`src/hdl/rotation_matrix_to_euler_top_defines.svh`:
```
// Shared assertion macros for the rotation-matrix-to-Euler block.
`ifndef ROTATION_MATRIX_TO_EULER_TOP_DEFINES_SVH
`define ROTATION_MATRIX_TO_EULER_TOP_DEFINES_SVH

// Same-cycle implication, checked out of reset.
`define RMTE_ASSERT_IMPLY(label, ante, cons, msg) \
    label: assert property (@(posedge clk) disable iff (!rst_n) (ante) |-> (cons)) \
        else $error(msg);

// Implication whose consequent is checked after a delay set by the n argument.
`define RMTE_ASSERT_DELAY(label, ante, n, cons, msg) \
    label: assert property (@(posedge clk) disable iff (!rst_n) (ante) |-> ##n (cons)) \
        else $error(msg);

`endif

```
`src/hdl/rmte_pkg.sv`:
```
package rmte_pkg;

    localparam int CORDIC_STAGES = 16;
    localparam int ELEMENT_WIDTH = 16;

    // CORDIC vector width; one is 2^UNIT_SHIFT inside the rotator
    localparam int DATA_WIDTH = 48;
    localparam int UNIT_SHIFT = 44;
    // Q.20 angle accumulator width
    localparam int ANGLE_WIDTH = 25;

    localparam int PI_Q20 = 3294199;
    localparam int PI_Q13 = 25736;
    localparam int HALF_PI_Q13 = 12868;

    // Rounded atan(2^-i) in Q.20 radians
    function automatic logic signed [ANGLE_WIDTH-1:0] atan_q20(input int idx);
        logic signed [ANGLE_WIDTH-1:0] a;
        case (idx)
            0: a = 25'sd823550;
            1: a = 25'sd486170;
            2: a = 25'sd256879;
            3: a = 25'sd130396;
            4: a = 25'sd65451;
            5: a = 25'sd32757;
            6: a = 25'sd16383;
            7: a = 25'sd8192;
            8: a = 25'sd4096;
            9: a = 25'sd2048;
            10: a = 25'sd1024;
            11: a = 25'sd512;
            12: a = 25'sd256;
            13: a = 25'sd128;
            14: a = 25'sd64;
            15: a = 25'sd32;
            16: a = 25'sd16;
            17: a = 25'sd8;
            18: a = 25'sd4;
            19: a = 25'sd2;
            20: a = 25'sd1;
            default: a = '0;
        endcase
        return a;
    endfunction

endpackage

```
`src/hdl/rmte_cordic.sv`:
```
module rmte_cordic #(
    parameter int EW     = rmte_pkg::ELEMENT_WIDTH,
    parameter int STAGES = rmte_pkg::CORDIC_STAGES
) (
    input  logic                 clk,
    input  logic                 rst_n,
    input  logic                 in_valid,
    input  logic signed [EW-1:0] y_in,
    input  logic signed [EW-1:0] x_in,
    output logic                 out_valid,
    output logic signed [15:0]   angle
);

    localparam int DW = rmte_pkg::DATA_WIDTH;
    localparam int ZW = rmte_pkg::ANGLE_WIDTH;
    localparam int SC = rmte_pkg::UNIT_SHIFT - (EW - 2);
    localparam logic signed [ZW-1:0] PI_Z = ZW'(rmte_pkg::PI_Q20);
    localparam logic signed [ZW:0] PI_MAX = (ZW+1)'(rmte_pkg::PI_Q13);
    localparam logic signed [ZW:0] PI_MIN = -(ZW+1)'(rmte_pkg::PI_Q13);

    logic [STAGES:0]        vld_reg;
    logic [STAGES:0]        zero_reg;
    logic signed [DW-1:0]   x_reg [0:STAGES];
    logic signed [DW-1:0]   y_reg [0:STAGES];
    logic signed [ZW-1:0]   z_reg [0:STAGES];
    logic                   out_valid_reg;
    logic signed [15:0]     angle_reg, angle_next;

    logic signed [DW-1:0]   xs, ys;
    logic signed [ZW:0]     zr, q;

    // Scale inputs to the vector width; the register stage below pre-rotates left half-plane vectors by pi
    always_comb
    begin
        xs = DW'(x_in) <<< SC;
        ys = DW'(y_in) <<< SC;
    end

    always_ff @(posedge clk or negedge rst_n)
    begin
        if (!rst_n)
        begin
            vld_reg       <= '0;
            out_valid_reg <= 1'b0;
        end
        else
        begin
            vld_reg       <= {vld_reg[STAGES-1:0], in_valid};
            out_valid_reg <= vld_reg[STAGES];
        end
    end

    always_ff @(posedge clk)
    begin
        zero_reg[0] <= (x_in == '0) && (y_in == '0);
        if (x_in < 0)
        begin
            x_reg[0] <= -xs;
            y_reg[0] <= -ys;
            z_reg[0] <= (y_in >= 0) ? PI_Z : -PI_Z;
        end
        else
        begin
            x_reg[0] <= xs;
            y_reg[0] <= ys;
            z_reg[0] <= '0;
        end
    end

    for (genvar i = 0; i < STAGES; i++)
    begin : g_iter
        localparam logic signed [ZW-1:0] A = rmte_pkg::atan_q20(i);
        always_ff @(posedge clk)
        begin
            zero_reg[i+1] <= zero_reg[i];
            if (y_reg[i] >= 0)
            begin
                x_reg[i+1] <= x_reg[i] + (y_reg[i] >>> i);
                y_reg[i+1] <= y_reg[i] - (x_reg[i] >>> i);
                z_reg[i+1] <= z_reg[i] + A;
            end
            else
            begin
                x_reg[i+1] <= x_reg[i] - (y_reg[i] >>> i);
                y_reg[i+1] <= y_reg[i] + (x_reg[i] >>> i);
                z_reg[i+1] <= z_reg[i] - A;
            end
        end
    end

    // Round Q.20 to Q3.13 and clamp to +-pi; a zero vector gives zero
    always_comb
    begin
        zr = (ZW+1)'(z_reg[STAGES]) + (ZW+1)'(64);
        q  = zr >>> 7;
        if (zero_reg[STAGES])
            angle_next = '0;
        else if (q > PI_MAX)
            angle_next = 16'(PI_MAX);
        else if (q < PI_MIN)
            angle_next = 16'(PI_MIN);
        else
            angle_next = 16'(q);
    end

    always_ff @(posedge clk)
    begin
        angle_reg <= angle_next;
    end

    assign out_valid = out_valid_reg;
    assign angle     = angle_reg;

endmodule

```
`config.mk`:
```
export PLATFORM = sky130hd
export DESIGN_NAME = rmte_cordic
export DESIGN_NICKNAME = d
export VERILOG_FILES = /design/src/hdl/rotation_matrix_to_euler_top_defines.svh /design/src/hdl/rmte_pkg.sv /design/src/hdl/rmte_cordic.sv
export SDC_FILE = /design/constraint.sdc
export NUM_CORES = 2
export LEC_CHECK = 0
export BUFFER_PORTS_ARGS = -buffer_cell sky130_fd_sc_hd__buf_4
export CORE_UTILIZATION = 45
export CTS_BUF_LIST = sky130_fd_sc_hd__clkbuf_16
export DETAILED_ROUTE_END_ITERATION = 7
export HOLD_SLACK_MARGIN = 0.1
export PLACE_DENSITY = 0.67
export SYNTH_ARGS = -nofsm -noshare
export SYNTH_HDL_FRONTEND = slang
export SYNTH_SLANG_ARGS = --single-unit
```
`constraint.sdc`:
```
create_clock -name clk -period 7.7 [get_ports clk]
set_clock_uncertainty 0.1 [all_clocks]
set_input_delay 1.54 -clock clk [delete_from_list [all_inputs] [get_ports clk]]
set_output_delay 1.54 -clock clk [all_outputs]
set_load 0.02 [all_outputs]
```
# Yosys cells after proc, flatten, opt, wreduce, memory -nomap -nowiden
# Memories as Yosys holds them, arrays and structs flattened.
# Cells that the tools add are included.
dict set report totals {
  output_inout_bits 17
  ff_bits 51
  in_bits 35
  mem_bits_rw 2057
  n_memories 3
  word_cells 304
}
dict set report classes {
  n_bitwise 51
  reduce_logical 5
  n_lt_le_gt_ge 20
  add_sub_neg 98
  muxes 105
}
# name depth word_bits rd rd_ports_with_merged_regs wr line
set memory_table {}
lappend memory_table {x_reg 17 48 16 0 17 rmte_cordic.sv:23} ;# logic signed [DW-1:0] x_reg [0:STAGES];
lappend memory_table {y_reg 17 48 16 0 17 rmte_cordic.sv:24} ;# logic signed [DW-1:0] y_reg [0:STAGES];
lappend memory_table {z_reg 17 25 17 0 17 rmte_cordic.sv:25} ;# logic signed [ZW-1:0] z_reg [0:STAGES];
# cell n
set ops {}
lappend ops {{2-to-1 mux 48 bit} 34}
lappend ops {{greater-or-equal comparator 48 x 1 -> 1 bit (second input constant)} 16}
lappend ops {{2-to-1 mux 25 bit} 18}
lappend ops {{adder 48 x 33 -> 48 bit} 2}
lappend ops {{adder 48 x 34 -> 48 bit} 2}
lappend ops {{adder 48 x 35 -> 48 bit} 2}
lappend ops {{adder 48 x 36 -> 48 bit} 2}
lappend ops {{adder 48 x 37 -> 48 bit} 2}
lappend ops {{adder 48 x 38 -> 48 bit} 2}
lappend ops {{adder 48 x 39 -> 48 bit} 2}
lappend ops {{adder 48 x 40 -> 48 bit} 2}
lappend ops {{adder 48 x 41 -> 48 bit} 2}
lappend ops {{adder 48 x 42 -> 48 bit} 2}
lappend ops {{adder 48 x 43 -> 48 bit} 2}
lappend ops {{adder 48 x 44 -> 48 bit} 2}
lappend ops {{adder 48 x 45 -> 48 bit} 2}
lappend ops {{adder 48 x 46 -> 48 bit} 2}
lappend ops {{adder 48 x 47 -> 48 bit} 2}
lappend ops {{negator 46 -> 48 bit} 2}
lappend ops {{subtractor 48 x 33 -> 48 bit} 2}
lappend ops {{subtractor 48 x 34 -> 48 bit} 2}
lappend ops {{subtractor 48 x 35 -> 48 bit} 2}
lappend ops {{subtractor 48 x 36 -> 48 bit} 2}
lappend ops {{subtractor 48 x 37 -> 48 bit} 2}
lappend ops {{55 further kinds} 169}

# Logic depth before layout (Yosys ltp)
# An unclocked memory read counts as a cell.
dict set report depth {
  ltp_word 5
  ltp_mapped 24
  ltp_nobuf 24
}

# Least setup slack after synthesis
# Ideal clock, no wire load.
dict set report synth_timing {
  path_type {register -> register}
  startpoint {memory y_reg[13][19] (netlist name)}
  endpoint {memory x_reg[14][47] (netlist name)}
  setup_time_ps 72
  required_time_ps 7528
  setup_slack_ps 1319
  synth_period_minus_slack_ps 6381
  path_stages_with_launch 24
  n_path_buf 1
  arrival_ps 6209
  path_cell_list {dfxtp_1 > or4_1 > or2_1 > or4_4 > or4_4 > or3_4 > or4_1 > or4_1 > buf_2 > nand2_1 > xnor2_1 > ha_1 > a21o_1 > a221o_1 > a21oi_1 > nor2_1 > a211oi_1 > o2111ai_1 > a31oi_1 > o21ai_0 > o41ai_1 > o21bai_1 > a21oi_1 > xnor2_1}
}
# element line
set synth_lines {}
lappend synth_lines {{start: declaration} rmte_cordic.sv:24}
lappend synth_lines {{end: declaration} rmte_cordic.sv:23}

==> metrics list <==
- The tree is rooted in a sky130_fd_sc_hd__clkbuf_16.
- The count of final max-slew check failures is 0.
* Outcome: finished, final reports clean
- Unrepaired setup endpoints after global routing: false
- Maximum number of pins on one net before global-route repair: 60
- Count of distinct cell types in the synthesized netlist: 82
- FF+latch count, synth: 1449
* Share of the cycle needed by the critical path after routing: 92.19%
* Number of resized instances in the post-cts repair step: 0
- Die Ht: 485.7 um
- In this run the count of I/O pins placed on the die edge is 52.
* Largest incremental delay on the critical path: 550 ps
- Vias in the first global route: 82160
* Worst Setup End Kind: flip-flop
- For the worst setup path, the data required time is 8340 ps.
* Transition at the pin with the smallest max-transition slack: 1215 ps
- In the routed design, unresolved DRC markers number 0.
* Number of antenna violations at the first check in global routing: 6
- HPWL Detailed: 216.3 mm
- Leaving out fill and tap cells, the most frequent cell in the layout is sky130_fd_sc_hd__dfxtp_1.
* Area growth from synthesis to layout: 8.934%
* Post-synth design cell area: 105300 um2
- Rows: 177
- Reported max-cap violation count: 0
* Avg WL per Cell: 17.10 um
* Overall die area: 235900 um2
- Number of optimization iterations in the first detailed-route pass: 6
- Initial core utilization: 45.27%
- After clock tree synthesis, the clock-pin slew on the worst setup and hold paths is 60 ps.
- Count of flip-flops with a built-in enable after synthesis: 0
- The congestion estimate from routability-driven global placement came to 0.9392.
* Num Clock Sinks: 1449
* Final #Nets: 13750
- Cell count after synthesis: 12260
- The routed layout has 86380 vias.
* Vias per cell: 5.551
- Final hold analysis gives a worst-case slack of 222.4 ps.
* Number of buffers inserted during clock tree synthesis: 163
- Total of buffers placed on input and output ports: 51
- Static timing analysis puts the maximum clock frequency at 140.9 MHz.
* Number of setup buffers added after CTS: 0
- Walking the worst path, the cells encountered are or4_1, or2_1, or4_4, or4_4, or3_4, or4_1, or4_1, nand2_1, xnor2_1, ha_1, a21o_1, a221o_1, a21oi_1, nor2_1, a211oi_1, o2111ai_1, a31oi_1, o21ai_0, o41ai_1, o21bai_1, a21oi_1, xnor2_1.
- The total area inside the core boundary comes to 232500 um2.
- The clock passes through at most 3 buffers.
- STA classifies the critical path startpoint as a flip-flop.
- Counting I/O delays and the setup requirement, the final critical path takes 7099 ps.
* Final setup violation count: 0
- In this run, the number of DRC markers left after iteration 0 of detailed routing was 4394.
- Hold Vio Cnt, Final: 0
- Primary flip-flop cell chosen by synthesis mapping: sky130_fd_sc_hd__dfxtp_1
- Number of H-tree branching levels: 4
- Slowest-stage cell, CP: sky130_fd_sc_hd__or4_1
* Type of the worst min-delay path: reg -> reg
- Data arrives at the worst endpoint at 7740 ps.
- First-pass GRT wire length: 422.7 mm
* Insertion delay to the later sink of the worst-skew pair: 820 ps
* Most frequent cells in the layout: 1416 x sky130_fd_sc_hd__dfxtp_1, 1322 x sky130_fd_sc_hd__ha_1, 1203 x sky130_fd_sc_hd__xnor2_1
* Total congestion overflow after global routing: 0
- The final layout contains routed wiring with a total length of 266.1 mm.
* Register area share after synthesis: 27.64%
- By instance count, the cell type seen most on the critical path is sky130_fd_sc_hd__or4_1.
- In the final layout, the share of cells above drive strength 1 is 3.594%.
- Crit path kind: reg -> reg
- Yosys warning count: 0
- In this run the mean area of a mapped cell was 8.588 um2.
- Die outline width: 485.7 um
- TritonCTS built the clock tree.
* Antenna violation net count after detailed routing: 0
- Max_slew headroom: 18.70%
- Synth async-reset ratio: 1.242%
- Of all nets on the critical path, the largest fanout is 6.
- Post-Route Setup TNS: 0 ps
* Hold_buf cts: 0
- Max reg flops: 531
- GRT Total Usage: 21.89%
cell usage after synthesis, types with 161 or more instances:
| master | count | area (um2) |
|---|---|---|
| sky130_fd_sc_hd__a21o_1 | 522 | 3919 |
| sky130_fd_sc_hd__a21oi_1 | 1006 | 5035 |
| sky130_fd_sc_hd__clkbuf_1 | 189 | 709.4 |
| sky130_fd_sc_hd__dfxtp_1 | 1431 | 28650 |
| sky130_fd_sc_hd__ha_1 | 1322 | 16540 |
| sky130_fd_sc_hd__inv_1 | 479 | 1798 |
| sky130_fd_sc_hd__nand2_1 | 743 | 2789 |
| sky130_fd_sc_hd__nand2b_1 | 220 | 1376 |
| sky130_fd_sc_hd__nand3_1 | 259 | 1296 |
| sky130_fd_sc_hd__nor2_1 | 731 | 2744 |
| sky130_fd_sc_hd__nor2b_1 | 188 | 1176 |
| sky130_fd_sc_hd__nor3_1 | 206 | 1031 |
| sky130_fd_sc_hd__o21ai_0 | 800 | 4004 |
| sky130_fd_sc_hd__o21bai_1 | 170 | 1276 |
| sky130_fd_sc_hd__o31ai_1 | 248 | 1862 |
| sky130_fd_sc_hd__or3_1 | 161 | 1007 |
| sky130_fd_sc_hd__xnor2_1 | 1203 | 10540 |
| sky130_fd_sc_hd__xor2_1 | 725 | 6350 |
routing by layer:
metal,track usage [%],vias to the layer above,routed length [um]
li1,-,44570,-
met1,24.90,39630,112700
met2,39.04,1542,128000
met3,2.395,639,7747
met4,13.49,0,17600
met5,0,-,0
worst paths after layout:
check	cells after the start	start	slack (ps)	end
min reg2reg	0	zero_reg[5]$_DFF_P_	220	zero_reg[6]$_DFF_P_
max	22	y_reg[13][18]$_DFF_P_	600	x_reg[14][47]$_DFF_P_
min in group asynchronous	1	rst_n	500	vld_reg[5]$_DFF_PN0_
min	0	zero_reg[5]$_DFF_P_	220	zero_reg[6]$_DFF_P_
max in group asynchronous	1	rst_n	6820	vld_reg[13]$_DFF_PN0_
max reg2reg	22	y_reg[13][18]$_DFF_P_	600	x_reg[14][47]$_DFF_P_
worst max-delay path, delay by kind of cell, from the launching register on:
family / cells / cell delay (ps)
AO/OA/AOI/OAI: 10 / 2760
AND/OR/NAND/NOR: 9 / 3280
XOR/XNOR: 2 / 280
adder cells (fa/ha/maj): 1 / 300
flip-flops: 1 / 340
cell families (layout without fill, tap and decap cells):
group	after synthesis	count (layout)	share of synthesized area [%]
compound gates	3636	3636	22.07
xor+xnor	1928	1928	16.04
fa+ha+maj	1360	1360	16.43
buf+inv	711	866	2.541
flops	1449	1449	27.64
mux	31	31	0.3019
other cells	1	106	0.003562
simple gates	3143	3143	14.97
final cells by class:
type                            instances  area, um2
Fill cell                           22420     117900
Timing Repair Buffer                   85      638.1
Clock inverter                        135       1340
Sequential cell                      1449      29120
Antenna cell                           26      65.06
Inverter                              482       1809
Clock buffer                          164       4104
Multi-Input combinational cell      10180      73800
Tap cell                             3043       3807
stage by stage:
stage | worst slack, ps | instance area [um2] | instances | utilization [%]
2_1_floorplan | 1319 | 105600 | 12340 | -
3_3_place_gp | 559.0 | 109200 | 15240 | 46.95
3_5_place_dp | 634.7 | 109200 | 15240 | 46.95
4_1_cts | 615.5 | 114600 | 15540 | 49.29
5_1_grt | 33.11 | 114700 | 15560 | 49.32
6_report | 601.0 | 114700 | 15560 | 49.32
Power is left out: the tool's default activity adds up to more than one toggle a clock period on the data nets, which glitch-free logic cannot reach.
